--- src/hdl/slcd_pkg.sv ---
package slcd_pkg;

	// Result kinds on the display write channel
	localparam logic [1:0] KIND_CMD   = 2'd0;
	localparam logic [1:0] KIND_DATA  = 2'd1;
	localparam logic [1:0] KIND_LIGHT = 2'd2;

	// Byte that opens an escape sequence
	localparam logic [7:0] ESC_BYTE = 8'd254;

	// Escape command bytes
	localparam logic [7:0] ESC_HOME         = 8'd72;
	localparam logic [7:0] ESC_UNDERLINE_ON = 8'd74;
	localparam logic [7:0] ESC_UNDERLINE_OFF = 8'd75;
	localparam logic [7:0] ESC_BLINK_OFF    = 8'd84;
	localparam logic [7:0] ESC_LEFT         = 8'd76;
	localparam logic [7:0] ESC_RIGHT        = 8'd77;
	localparam logic [7:0] ESC_BLINK_ON     = 8'd83;
	localparam logic [7:0] ESC_CLEAR        = 8'd88;
	localparam logic [7:0] ESC_POSITION     = 8'd71;
	localparam logic [7:0] ESC_GLYPH        = 8'd78;
	localparam logic [7:0] ESC_LIGHT_A      = 8'd152;
	localparam logic [7:0] ESC_LIGHT_B      = 8'd153;

	// Display controller instruction bytes
	localparam logic [7:0] LCD_CLEAR       = 8'h01;
	localparam logic [7:0] LCD_HOME        = 8'h02;
	localparam logic [7:0] LCD_CURSOR_LINE = 8'h0E;
	localparam logic [7:0] LCD_CURSOR_OFF  = 8'h0C;
	localparam logic [7:0] LCD_CURSOR_BLK  = 8'h0F;
	localparam logic [7:0] LCD_SHIFT_LEFT  = 8'h10;
	localparam logic [7:0] LCD_SHIFT_RIGHT = 8'h14;
	localparam logic [7:0] LCD_SET_DDRAM   = 8'h80;
	localparam logic [7:0] LCD_SET_CGRAM   = 8'h40;

	// Row offsets in display memory
	localparam logic [7:0] ROW2_NUM = 8'd2;
	localparam logic [7:0] ROW3_NUM = 8'd3;
	localparam logic [7:0] ROW4_NUM = 8'd4;
	localparam logic [7:0] ROW2_OFS = 8'h40;
	localparam logic [7:0] ROW3_OFS = 8'h14;
	localparam logic [7:0] ROW4_OFS = 8'h54;

	// Backlight threshold
	localparam logic [7:0] LIGHT_LIMIT = 8'd128;

	// Escape commands that are accepted and ignored, with no parameter byte
	localparam int NUM_NOP = 18;
	localparam logic [7:0] NOP_CODES [NUM_NOP] = '{
		8'd66, 8'd70, 8'd86, 8'd87, 8'd35, 8'd36, 8'd55, 8'd59, 8'd65,
		8'd96, 8'd67, 8'd68, 8'd81, 8'd82, 8'd104, 8'd109, 8'd115, 8'd118
	};

	typedef struct packed {
		logic       emit;
		logic [1:0] kind;
		logic [7:0] value;
	} slcd_result_t;

endpackage

--- src/hdl/slcd_rx_if.sv ---
interface slcd_rx_if;
	logic       valid;
	logic       ready;
	logic [7:0] rx_byte;

	modport source (output valid, output rx_byte, input ready);
	modport sink (input valid, input rx_byte, output ready);
endinterface

--- src/hdl/slcd_wr_if.sv ---
interface slcd_wr_if;
	logic       valid;
	logic       ready;
	logic [1:0] write_kind;
	logic [7:0] write_value;

	modport source (output valid, output write_kind, output write_value, input ready);
	modport sink (input valid, input write_kind, input write_value, output ready);
endinterface

--- src/hdl/serial_lcd_command_parser.sv ---
// Serial character-display command parser.
// rx (sink): one received serial byte per transfer, valid/ready handshake.
// wr (source): display bus writes; write_kind 0 is an instruction, 1 is
//   display data, 2 sets the backlight pin to write_value (0 or 1).
// A plain byte gives one data write. Byte 254 opens an escape whose next
// byte picks a command; parameter bytes (cursor column and row, glyph address
// and GLYPH_ROWS pattern bytes, backlight level) give at most one write each.
// Many bytes, such as the escape byte itself, give no write at all.
// A write appears on wr in the cycle after the byte's transfer on rx.
// Throughput: one byte per cycle unless a write waits on a stalled receiver;
// the parser's mode, column and glyph-count registers are its only loops.
// The result sits in an output register; rx stays ready while that register
// is empty or is being drained in the same cycle, so a stalled receiver
// holds wr steady and stops rx only while a write is waiting.
// Reset returns the parser to plain-byte mode, clears the saved column and
// glyph count, and empties the output register.
module serial_lcd_command_parser #(
	parameter int GLYPH_ROWS = 8
) (
	input logic      clk,
	input logic      arst_n,
	slcd_rx_if.sink  rx,
	slcd_wr_if.source wr
);

	slcd_pkg::slcd_result_t result;
	logic                   take;
	logic                   valid_q;
	logic [1:0]             kind_q;
	logic [7:0]             value_q;

	// accept a new byte whenever the output register is free or draining
	assign rx.ready = !valid_q || wr.ready;
	assign take     = rx.valid && rx.ready;

	slcd_parser #(
		.GLYPH_ROWS(GLYPH_ROWS)
	) u_parser (
		.clk    (clk),
		.arst_n (arst_n),
		.take   (take),
		.rx_byte(rx.rx_byte),
		.result (result)
	);

	// output register: load on a write, drop once transferred
	always_ff @(posedge clk or negedge arst_n) begin
		if (!arst_n) begin
			valid_q <= 1'b0;
		end else if (take && result.emit) begin
			valid_q <= 1'b1;
		end else if (wr.ready) begin
			valid_q <= 1'b0;
		end
	end

	// payload holds while the receiver stalls
	always_ff @(posedge clk) begin
		if (take && result.emit) begin
			kind_q  <= result.kind;
			value_q <= result.value;
		end
	end

	assign wr.valid       = valid_q;
	assign wr.write_kind  = kind_q;
	assign wr.write_value = value_q;

endmodule

--- src/hdl/slcd_parser.sv ---
module slcd_parser #(
	parameter int GLYPH_ROWS = 8
) (
	input  logic                  clk,
	input  logic                  arst_n,
	input  logic                  take,
	input  logic [7:0]            rx_byte,
	output slcd_pkg::slcd_result_t result
);

	typedef enum logic [2:0] {
		MODE_IDLE,
		MODE_ESCAPE,
		MODE_COLUMN,
		MODE_ROW,
		MODE_GADDR,
		MODE_GDATA,
		MODE_LIGHT,
		MODE_SKIP
	} mode_t;

	localparam logic [3:0] GLYPH_LOAD = 4'(GLYPH_ROWS);

	mode_t      mode_q, mode_d;
	logic [7:0] column_q, column_d;
	logic [3:0] glyph_left_q, glyph_left_d;
	logic       is_nop;
	logic [7:0] row_ofs;
	logic [3:0] glyph_dec;

	always_comb begin
		is_nop = 1'b0;
		for (int i = 0; i < slcd_pkg::NUM_NOP; i++) begin
			if (rx_byte == slcd_pkg::NOP_CODES[i]) begin
				is_nop = 1'b1;
			end
		end
	end

	always_comb begin
		case (rx_byte)
			slcd_pkg::ROW2_NUM: row_ofs = slcd_pkg::ROW2_OFS;
			slcd_pkg::ROW3_NUM: row_ofs = slcd_pkg::ROW3_OFS;
			slcd_pkg::ROW4_NUM: row_ofs = slcd_pkg::ROW4_OFS;
			default:            row_ofs = 8'd0;
		endcase
	end

	assign glyph_dec = glyph_left_q - 4'd1;

	always_comb begin
		mode_d       = mode_q;
		column_d     = column_q;
		glyph_left_d = glyph_left_q;
		result       = '0;
		case (mode_q)
			MODE_IDLE: begin
				if (rx_byte == slcd_pkg::ESC_BYTE) begin
					mode_d = MODE_ESCAPE;
				end else begin
					result = '{1'b1, slcd_pkg::KIND_DATA, rx_byte};
				end
			end
			MODE_ESCAPE: begin
				mode_d = MODE_IDLE;
				case (rx_byte)
					slcd_pkg::ESC_HOME:
						result = '{1'b1, slcd_pkg::KIND_CMD, slcd_pkg::LCD_HOME};
					slcd_pkg::ESC_UNDERLINE_ON:
						result = '{1'b1, slcd_pkg::KIND_CMD, slcd_pkg::LCD_CURSOR_LINE};
					slcd_pkg::ESC_UNDERLINE_OFF, slcd_pkg::ESC_BLINK_OFF:
						result = '{1'b1, slcd_pkg::KIND_CMD, slcd_pkg::LCD_CURSOR_OFF};
					slcd_pkg::ESC_LEFT:
						result = '{1'b1, slcd_pkg::KIND_CMD, slcd_pkg::LCD_SHIFT_LEFT};
					slcd_pkg::ESC_RIGHT:
						result = '{1'b1, slcd_pkg::KIND_CMD, slcd_pkg::LCD_SHIFT_RIGHT};
					slcd_pkg::ESC_BLINK_ON:
						result = '{1'b1, slcd_pkg::KIND_CMD, slcd_pkg::LCD_CURSOR_BLK};
					slcd_pkg::ESC_CLEAR:
						result = '{1'b1, slcd_pkg::KIND_CMD, slcd_pkg::LCD_CLEAR};
					slcd_pkg::ESC_POSITION: mode_d = MODE_COLUMN;
					slcd_pkg::ESC_GLYPH:    mode_d = MODE_GADDR;
					slcd_pkg::ESC_LIGHT_A, slcd_pkg::ESC_LIGHT_B: mode_d = MODE_LIGHT;
					default: begin
						// unknown commands not in the NOP list swallow one parameter byte
						if (!is_nop) begin
							mode_d = MODE_SKIP;
						end
					end
				endcase
			end
			MODE_COLUMN: begin
				column_d = rx_byte - 8'd1;
				mode_d   = MODE_ROW;
			end
			MODE_ROW: begin
				mode_d = MODE_IDLE;
				result = '{1'b1, slcd_pkg::KIND_CMD,
					slcd_pkg::LCD_SET_DDRAM + column_q + row_ofs};
			end
			MODE_GADDR: begin
				glyph_left_d = GLYPH_LOAD;
				mode_d       = (GLYPH_LOAD != 4'd0) ? MODE_GDATA : MODE_IDLE;
				result = '{1'b1, slcd_pkg::KIND_CMD,
					slcd_pkg::LCD_SET_CGRAM + {rx_byte[4:0], 3'b000}};
			end
			MODE_GDATA: begin
				glyph_left_d = glyph_dec;
				if (glyph_dec == 4'd0) begin
					mode_d = MODE_IDLE;
				end
				result = '{1'b1, slcd_pkg::KIND_DATA, rx_byte};
			end
			MODE_LIGHT: begin
				mode_d = MODE_IDLE;
				result = '{1'b1, slcd_pkg::KIND_LIGHT,
					(rx_byte > slcd_pkg::LIGHT_LIMIT) ? 8'd0 : 8'd1};
			end
			default: begin
				mode_d = MODE_IDLE;
			end
		endcase
	end

	always_ff @(posedge clk or negedge arst_n) begin
		if (!arst_n) begin
			mode_q       <= MODE_IDLE;
			column_q     <= 8'd0;
			glyph_left_q <= 4'd0;
		end else if (take) begin
			mode_q       <= mode_d;
			column_q     <= column_d;
			glyph_left_q <= glyph_left_d;
		end
	end

endmodule
--- src/flat_wrapper.sv ---
// flat-port wrapper written by rule: the top's interface ports become plain ports
module serial_lcd_command_parser_flat 
#(
	parameter int GLYPH_ROWS = 8
)
  (clk, arst_n, rx_valid, rx_rx_byte, rx_ready, wr_valid, wr_write_kind, wr_write_value, wr_ready);
  slcd_rx_if rx_i ();
  slcd_wr_if wr_i ();
  input logic clk;
  input logic arst_n;
  input wire logic [$bits(rx_i.valid)-1:0] rx_valid;
  input wire logic [$bits(rx_i.rx_byte)-1:0] rx_rx_byte;
  output wire logic [$bits(rx_i.ready)-1:0] rx_ready;
  output wire logic [$bits(wr_i.valid)-1:0] wr_valid;
  output wire logic [$bits(wr_i.write_kind)-1:0] wr_write_kind;
  output wire logic [$bits(wr_i.write_value)-1:0] wr_write_value;
  input wire logic [$bits(wr_i.ready)-1:0] wr_ready;
  assign rx_i.valid = rx_valid;
  assign rx_i.rx_byte = rx_rx_byte;
  assign rx_ready = rx_i.ready;
  assign wr_valid = wr_i.valid;
  assign wr_write_kind = wr_i.write_kind;
  assign wr_write_value = wr_i.write_value;
  assign wr_i.ready = wr_ready;
  serial_lcd_command_parser #(.GLYPH_ROWS(GLYPH_ROWS)) u_core (.clk(clk), .arst_n(arst_n), .rx(rx_i), .wr(wr_i));
endmodule
--- config.mk ---
export PLATFORM = sky130hd
export DESIGN_NAME = serial_lcd_command_parser_flat
export DESIGN_NICKNAME = d
export VERILOG_FILES = /design/src/hdl/slcd_pkg.sv /design/src/hdl/slcd_rx_if.sv /design/src/hdl/slcd_wr_if.sv /design/src/hdl/serial_lcd_command_parser.sv /design/src/hdl/slcd_parser.sv /design/src/flat_wrapper.sv
export SDC_FILE = /design/constraint.sdc
export NUM_CORES = 1
export LEC_CHECK = 0
export ABC_AREA = 0
export BUFFER_PORTS_ARGS = -buffer_cell sky130_fd_sc_hd__buf_2
export CAP_MARGIN = 20
export CORE_MARGIN = 2
export CORE_UTILIZATION = 40
export DETAILED_ROUTE_END_ITERATION = 12
export MAX_ROUTING_LAYER = met4
export PLACE_DENSITY = 0.69
export SYNTH_ARGS = -nofsm -noshare
export SYNTH_HDL_FRONTEND = slang
export SYNTH_SLANG_ARGS = --single-unit
--- constraint.sdc ---
create_clock -name clk -period 3.1 [get_ports clk]
set_input_delay 0.31 -clock clk [delete_from_list [all_inputs] [get_ports clk]]
set_output_delay 0.31 -clock clk [all_outputs]
set_load 0.02 [all_outputs]
* After elaboration in Yosys (flattened, before gate mapping)
Cells that the tools add are included.
Word-level totals: register bits 26, input port bits 12, output and inout bits 12
Cells by class: add/sub/neg operators 5, $lt $le $gt $ge 1, equality and inequality tests 42, multiplexer cells 31, reductions and logical operators 14
Operator list (count):
- == test 8 x 7 -> 1 bit, second input constant | 24
- case mux 11 bit (7 select lines) | 1
- case mux 11 bit (6 select lines) | 1
- == test 8 x 6 -> 1 bit, second input constant | 4
- == test 8 bit, second input constant | 3
- two-way mux 1 bit | 21
- case mux 7 bit (3 select lines) | 1
- == test 8 x 2 -> 1 bit, second input constant | 2
- case mux 3 bit (5 select lines) | 1
- case mux 3 bit (4 select lines) | 1
- two-way mux 11 bit | 1
- == test 3 bit, second input constant | 3
- two-way mux 3 bit | 3
- adder 7 x 8 -> 8 bit, first input constant | 1
- adder 8 bit | 1
- adder 8 bit, first input constant | 1
- == test 8 x 3 -> 1 bit, second input constant | 1
- greater-than comparator 8 bit, second input constant | 1
- case mux 4 bit (2 select lines) | 1
- OR reduction 8 bit | 1
- subtractor 8 x 1 -> 8 bit, second input constant | 1
- == test 3 x 2 -> 1 bit, second input constant | 2
- logical NOT 4 bit | 1
- != test 2 bit, second input constant | 2
- 10 further kinds | 14

* Depth between registers and ports, before layout
Gate-level depths: netlist of the first run.
word-level depth 22, mapped depth 12

* By module
From an unflattened synthesis of the first run, not the netlist that was laid out.
Second synthesis, totals: cells, all modules 234, area, all modules 2073.2 µm²
Modules (own cells, without submodules):
- slcd_parser | instances 1, cells an instance 218, area each 1704.1 µm², seq. area each 375.4 µm²
- serial_lcd_command_parser | instances 1, cells an instance 16, area each 369.1 µm², seq. area each 325.3 µm²

* Least setup slack after synthesis of the first run
OpenSTA, ideal clock, no wires.
path type input to register, start point in rx_rx_byte[1], end point reg u_core.value_q[6], in the netlist u_core.wr.write_value[6], data pin, setup time 0.261 ns, arrival 2.076 ns, data required time 2.839 ns, slack 0.763 ns, stages on the path 12, buffers on the path 1, cell sequence inv_1 -> ha_1 -> clkbuf_1 -> nand3b_1 -> a21oi_1 -> ha_1 -> ha_1 -> a21oi_1 -> nor2b_1 -> xnor2_1 -> nor2_1 -> a221o_1
RTL lines:
- from (decl) | RTL line flat_wrapper.sv:12 | input wire logic [$bits(rx_i.rx_byte)-1:0] rx_rx_byte;
- to (signal assigned) | RTL line serial_lcd_command_parser.sv:61 | value_q <= result.value;
- to (decl) | RTL line serial_lcd_command_parser.sv:30 | logic [7:0] value_q;

==> results by group, run 1 <==
Finish
  – Share of cells above drive strength 1: 0.171
  – Fillers: 499
  – Area growth syn-to-layout: 10.7%
  – Final #Nets: 277
  – Final core occ: 0.456
  – N_diodes: 0
  – Most frequent cells in the layout: 28 x nand2_1, 23 x buf_2, 17 x nor2_1, 16 x dfrtp_1, 13 x o21ai_1
  – Commonest non-fill, non-tap cell in the layout: nand2_1

Critical path
  – Critical path's largest stage delay: 370 ps
  – FF-to-FF path depth: 4
  – CP Launch Point: rx_rx_byte[1]
  – Critical Path RT: 3130 ps
  – Worst setup EP type: flop
  – Worst R2R Setup Slack: 960 ps
  – Crit start category: input port
  – Crit Reg-Reg Endpoint: u_core.wr.write_value[0]
  – Crit-path most repeated cell: ha_1
  – Max Fanout on Critical Path: 9
  – Slowest cell on the critical path: ha_1
  – Critical path cell sequence: buf_2, inv_1, ha_1, nand3b_1, a21oi_1, ha_1, ha_1, a21oi_1, nor2b_1, xnor2_1, nor2_1, a221o_1
  – Crit Path Class: in -> reg
  – R2R Path Start: u_core.u_parser.mode_q[0]
  – CP bufs+invs: 2
  – CP arrival: 2500 ps
  – Top delay family on crit path: adder cells

Timing
  – Setup ws final: 636 ps
  – Final setup fails: 0
  – Final min period: 2460 ps
  – Final Max Tran Viols: 0
  – Fmax: 406 MHz
  – RSZ-0062 raised after global routing: no
  – Final Hold Fails: 0
  – Slew Limit Headroom: 0.531
  – Setup TNS: 0 ps
  – Crit share post-route: 0.795
  – Skew final: 7.25 ps
  – Worst-margin pin slew: 701 ps

Logic synthesis
  – Number of synthesized register bits: 26
  – Syn. warnings: 0
  – Synth async-reset ratio: 0.615
  – Largest family of logic cells by synthesized area: simple AND/OR/NAND/NOR gates
  – Post-synthesis mux area share: 0.0156
  – Register area share after synthesis: 0.336
  – Main synth FF type: dfrtp_1
  – Synth Area in Adders: 0.0719
  – Syn Area/Cell: 8.85 um2
  – Compound-Gate Fraction of Synth Area: 0.224
  – Syn Nets: 260
  – Synth Area in Simple Gates: 0.255
  – Xor/xnor cell area share of the yosys netlist: 0.0461
  – Syn Inst Count: 236
  – Mapped Area: 2090 um2
  – Post-synth EDFFs: 10
  – Cell variety after synth: 61

Clock network
  – PostCTS Resize Cnt: 0
  – Clock latency on the worst-skew pair: 270 ps
  – TritonCTS clock tree: yes
  – Root Driver: clkbuf_8
  – Num Clock Sinks: 26
  – Max H-tree Level: 1
  – Clock transition at the registers of the reported paths: 90 ps
  – Max clock buf depth: 2
  – Total CTS buffers: 3

Placed design
  – IO buf count: 23
  – Pre-CTS setup slack: 336 ps
  – Detailed placement HPWL: 3450 um
  – GPL Wtd Cong: 0.929

Worst hold path
  – Hold Path Class: in -> reg
  – Hold endpoint: u_core.u_parser.column_q[0]
  – Hold depth: 2
  – HP Start: rx_rx_byte[0]

Power and ir drop
  – Max VDD drop: 0.000257 V
  – Leakage: 0.941 nW
  – Power Density: 726 nW/um2

Floorplanning
  – Num rows: 26
  – I/O Pins: 24
  – Core box area: 5070 um2
  – Starting Density: 0.411
  – Die Width: 76.3 um
  – DIE AREA: 5810 um2
  – Die height: 76.3 um

Route
  – DR iter-0 viols: 191
  – WL final: 4580 um
  – DRT antenna net count: 0
  – DRT Pass-1 Iters: 4
  – Post-DR vias/cell: 5.58
  – DRC Markers: 0
  – Routed len/inst: 14.2 um
  – DR vias: 1,798

Global routing
  – First-pass GRT wire length: 8040 um
  – Initial antenna violation count: 0
  – Vias in the first global route: 1,672
  – GRT Total Usage: 0.170
  – Pin count of the biggest net entering global routing: 22
  – Grt ovf: 0

Status
  – Outcome: finished clean

Flow run
  – Max Cap Viol: 0
==> Yosys cell counts (all sizes together) (5+ instances only) <==
library cell | instances | area share
a21oi | 8 | 0.021
a221o | 6 | 0.029
and3 | 5 | 0.015
buf | 7 | 0.023
clkbuf | 7 | 0.013
dfrtp | 16 | 0.19
edfxtp | 10 | 0.14
ha | 12 | 0.072
inv | 9 | 0.016
nand2 | 28 | 0.050
nand2b | 6 | 0.018
nand3 | 7 | 0.017
nor2 | 17 | 0.031
nor3 | 8 | 0.025
o21ai | 23 | 0.055
xnor2 | 7 | 0.029
==> metrics by stage <==
step / instance area, um2 / hold slack, ps / total power [mW] / instances
CTS: 2310 / 311 / 1.69 / 322
detailed placement: 2230 / 258 / 1.40 / 317
global placement: 2230 / 258 / 1.39 / 317
global route: 2310 / 352 / 1.81 / 322
floorplan: 2090 / 14.4 / 1.22 / 236
finish: 2310 / 311 / 1.68 / 322
==> logic make-up (layout without fill, tap and decap cells) <==
group                    after synthesis  count (layout)
AND/OR/NAND/NOR                       96              96
AO/OA/AOI/OAI                         65              65
flip-flops                            26              26
buffers and inverters                 23              39
adder cells (fa/ha/maj)               12              12
XOR/XNOR                              11              11
multiplexers                           3               3
==> power breakdown <==
group / internal, mW / total (mW) / switching, mW / leakage (nW)
clock: 0.173 / 0.278 / 0.105 / 0.0357
combinational: 0.297 / 0.722 / 0.426 / 0.609
sequential: 0.536 / 0.678 / 0.142 / 0.296
==> state kept, by name, indices dropped and copies added (netlist names) <==
| signal | flops |
|---|---|
| u_core.wr.valid | 1 |
| u_core.wr.write_value | 8 |
| u_core.u_parser.glyph_left_q | 4 |
| u_core.u_parser.column_q | 8 |
| u_core.wr.write_kind | 2 |
| u_core.u_parser.mode_q | 3 |
==> routing by layer <==
metal / global-route usage / vias to the layer above / part of all wire
met2: 0.267 / 62 / 0.45
met4: 0.0436 / 0 / 0.0048
met5: - / - / 0
met1: 0.241 / 833 / 0.50
li1: - / 901 / -
met3: 0.0107 / 2 / 0.046
==> worst max-delay path by stage <==
stage	endpoint	slack, ps	cells past startpoint
finish	u_core.wr.write_value[6]	640	12
global route	u_core.wr.write_value[6]	430	12
CTS	u_core.wr.write_value[6]	650	12
detailed placement	u_core.wr.write_value[6]	340	12
global placement	u_core.wr.write_value[6]	410	12
floorplan	u_core.wr.write_value[6]	760	12
==> cell type report <==
type	count	area (um2)	share of cell area
multi-input combinational	187	1280	0.553
sequential	26	701	0.303
timing repair buffer	26	140	0.0606
tap	70	87.6	0.0379
clock buffer	3	41.3	0.0179
inverter	9	33.8	0.0146
clock inverter	1	30.0	0.0130
==> timing repair <==
item | 4_1_cts | 5_1_grt
hold buffers | 1 | 0
setup buffers | 0 | 0
hold endpoints to repair | 16 | 0
Note: power is estimated with default switching activity, not from simulation.
==> run 2: changes to the inputs <==
PLACE_DENSITY = 0.71   (was 0.69)
clock period = 2.25 ns   (was 3.1 ns; I/O delays follow)
==> run 2 against run 1 <==
Against the previous run:
- sequential share of layout area shrank 0.91 points
- largest cell class unchanged
- worst hold slack got worse by 10 ps
- combinational power up 41%
- critical path depth unchanged
==> results by group, run 2 (synthesis results as in run 1) <==
Floorplanning
  – Num rows: 26
  – Core box area: 5070 um2
  – DIE AREA: 5810 um2
  – Starting Density: 0.411
  – Die Width: 76.3 um
  – Die height: 76.3 um
  – I/O Pins: 24

Critical path
  – Worst setup EP type: flop
  – Crit Path Class: in -> reg
  – Crit Reg-Reg Endpoint: u_core.wr.write_value[0]
  – FF-to-FF path depth: 5
  – R2R Path Start: u_core.u_parser.mode_q[0]
  – Worst R2R Setup Slack: 480 ps
  – Critical Path RT: 2270 ps
  – CP arrival: 2000 ps
  – Crit start category: input port
  – Max Fanout on Critical Path: 4

Clock network
  – TritonCTS clock tree: yes
  – Clock transition at the registers of the reported paths: 90 ps
  – Max H-tree Level: 1
  – Root Driver: clkbuf_8
  – Clock latency on the worst-skew pair: 260 ps
  – Total CTS buffers: 3
  – Num Clock Sinks: 26
  – Post-CTS Setup Inserts: 0
  – Hold buffers post-CTS: 1
  – Max clock buf depth: 2
  – PostCTS Resize Cnt: 0

Route
  – Post-DR vias/cell: 5.43
  – WL final: 4700 um
  – DR iter-0 viols: 219
  – DR vias: 1,819
  – DRC Markers: 0
  – Routed len/inst: 14.0 um
  – DRT antenna net count: 0
  – DRT Pass-1 Iters: 4

Timing
  – Slew Limit Headroom: 0.620
  – Final Max Tran Viols: 0
  – Fmax: 505 MHz
  – Worst-margin pin slew: 570 ps
  – Setup TNS: 0 ps
  – Final min period: 1980 ps
  – RSZ-0062 raised after global routing: no
  – Crit share post-route: 0.881
  – Final Hold Fails: 0
  – Skew final: 2.21 ps
  – Final setup fails: 0

Global routing
  – Initial antenna violation count: 0
  – Vias in the first global route: 1,659
  – Grt ovf: 0
  – First-pass GRT wire length: 7970 um
  – GRT Total Usage: 0.170
  – Pin count of the biggest net entering global routing: 19

Finish
  – Final core occ: 0.470
  – Design area: 2380 um2
  – N_diodes: 0
  – Most frequent cells in the layout: 28 x nand2_1, 23 x buf_2, 17 x nor2_1, 16 x dfrtp_1, 15 x buf_4
  – Area growth syn-to-layout: 14.1%
  – Commonest non-fill, non-tap cell in the layout: nand2_1
  – Share of cells above drive strength 1: 0.208
  – Final #Nets: 290

Worst hold path
  – Hold depth: 3
  – Hold Path Class: in -> reg
  – HP Start: rx_rx_byte[3]
  – Hold endpoint: u_core.u_parser.column_q[3]

Placed design
  – IO buf count: 23
  – Detailed placement HPWL: 3610 um
  – GPL Wtd Cong: 0.910
  – Dpl cell area: 2330 um2

Power and ir drop
  – Max VDD drop: 0.000403 V
  – Leakage: 0.991 nW
  – Power Density: 929 nW/um2

Status
  – Outcome: finished clean

Flow run
  – Max Cap Viol: 0
[run 2: cell count changes in the layout (fill, tap and decap cells not counted)]
cell | before | now
clkbuf_1 | 0 | 1
bufinv_16 | 1 | 0
buf_4 | 2 | 15
[run 2: worst max-delay path by stage]
stage	from	endpoint	slack (ps)	cells past startpoint
after floorplan	rx_rx_byte[2]	u_core.wr.write_value[6]	60	12
after global placement	rx_rx_byte[0]	u_core.wr.write_value[6]	40	12
after detailed placement	rx_rx_byte[0]	u_core.wr.write_value[6]	-2	12
after CTS	rx_rx_byte[0]	u_core.wr.write_value[5]	280	10
after global routing	rx_rx_byte[5]	u_core.wr.write_value[6]	40	11
final	rx_rx_byte[0]	u_core.wr.write_value[6]	270	12
[run 2: layout make-up]
class	instances	area [um2]
sequential	26	701
tap	70	87.6
multi-input combinational	187	1280
fill	516	2690
timing repair buffer	39	238
clock buffer	4	45.0
inverter	9	33.8
[run 2: metal layers]
metal	GRT usage	part of all wire
met4	0.0382	0.0081
met1	0.248	0.50
met5	-	0
met3	0.00711	0.049
met2	0.265	0.44
[run 2: report_power, final]
part | switching [mW] | internal [mW]
Sequential | 0.192 | 0.738
Combinational | 0.588 | 0.433
Clock | 0.137 | 0.126
Total | 0.917 | 1.30
[run 2: per-stage QoR]
stage | worst slack (ps) | std cells | hold slack, ps | total power, mW
2_1_floorplan | 64.4 | 236 | -70.6 | 1.68
3_3_place_gp | 38.9 | 330 | 173 | 1.94
3_5_place_dp | -2.27 | 330 | 174 | 1.95
4_1_cts | 281 | 335 | 296 | 2.22
5_1_grt | 42.2 | 335 | 327 | 2.39
6_report | 269 | 335 | 301 | 2.21
[run 2: critical path, stage by stage]
cell and delay (ps):
buf_2 130, inv_1 100, ha_1 180, nand3b_1 100, a21oi_1 230, ha_1 220
ha_1 180, a21oi_1 70, nor2b_1 140, xnor2_1 130, nor2_1 50, a221o_1 250
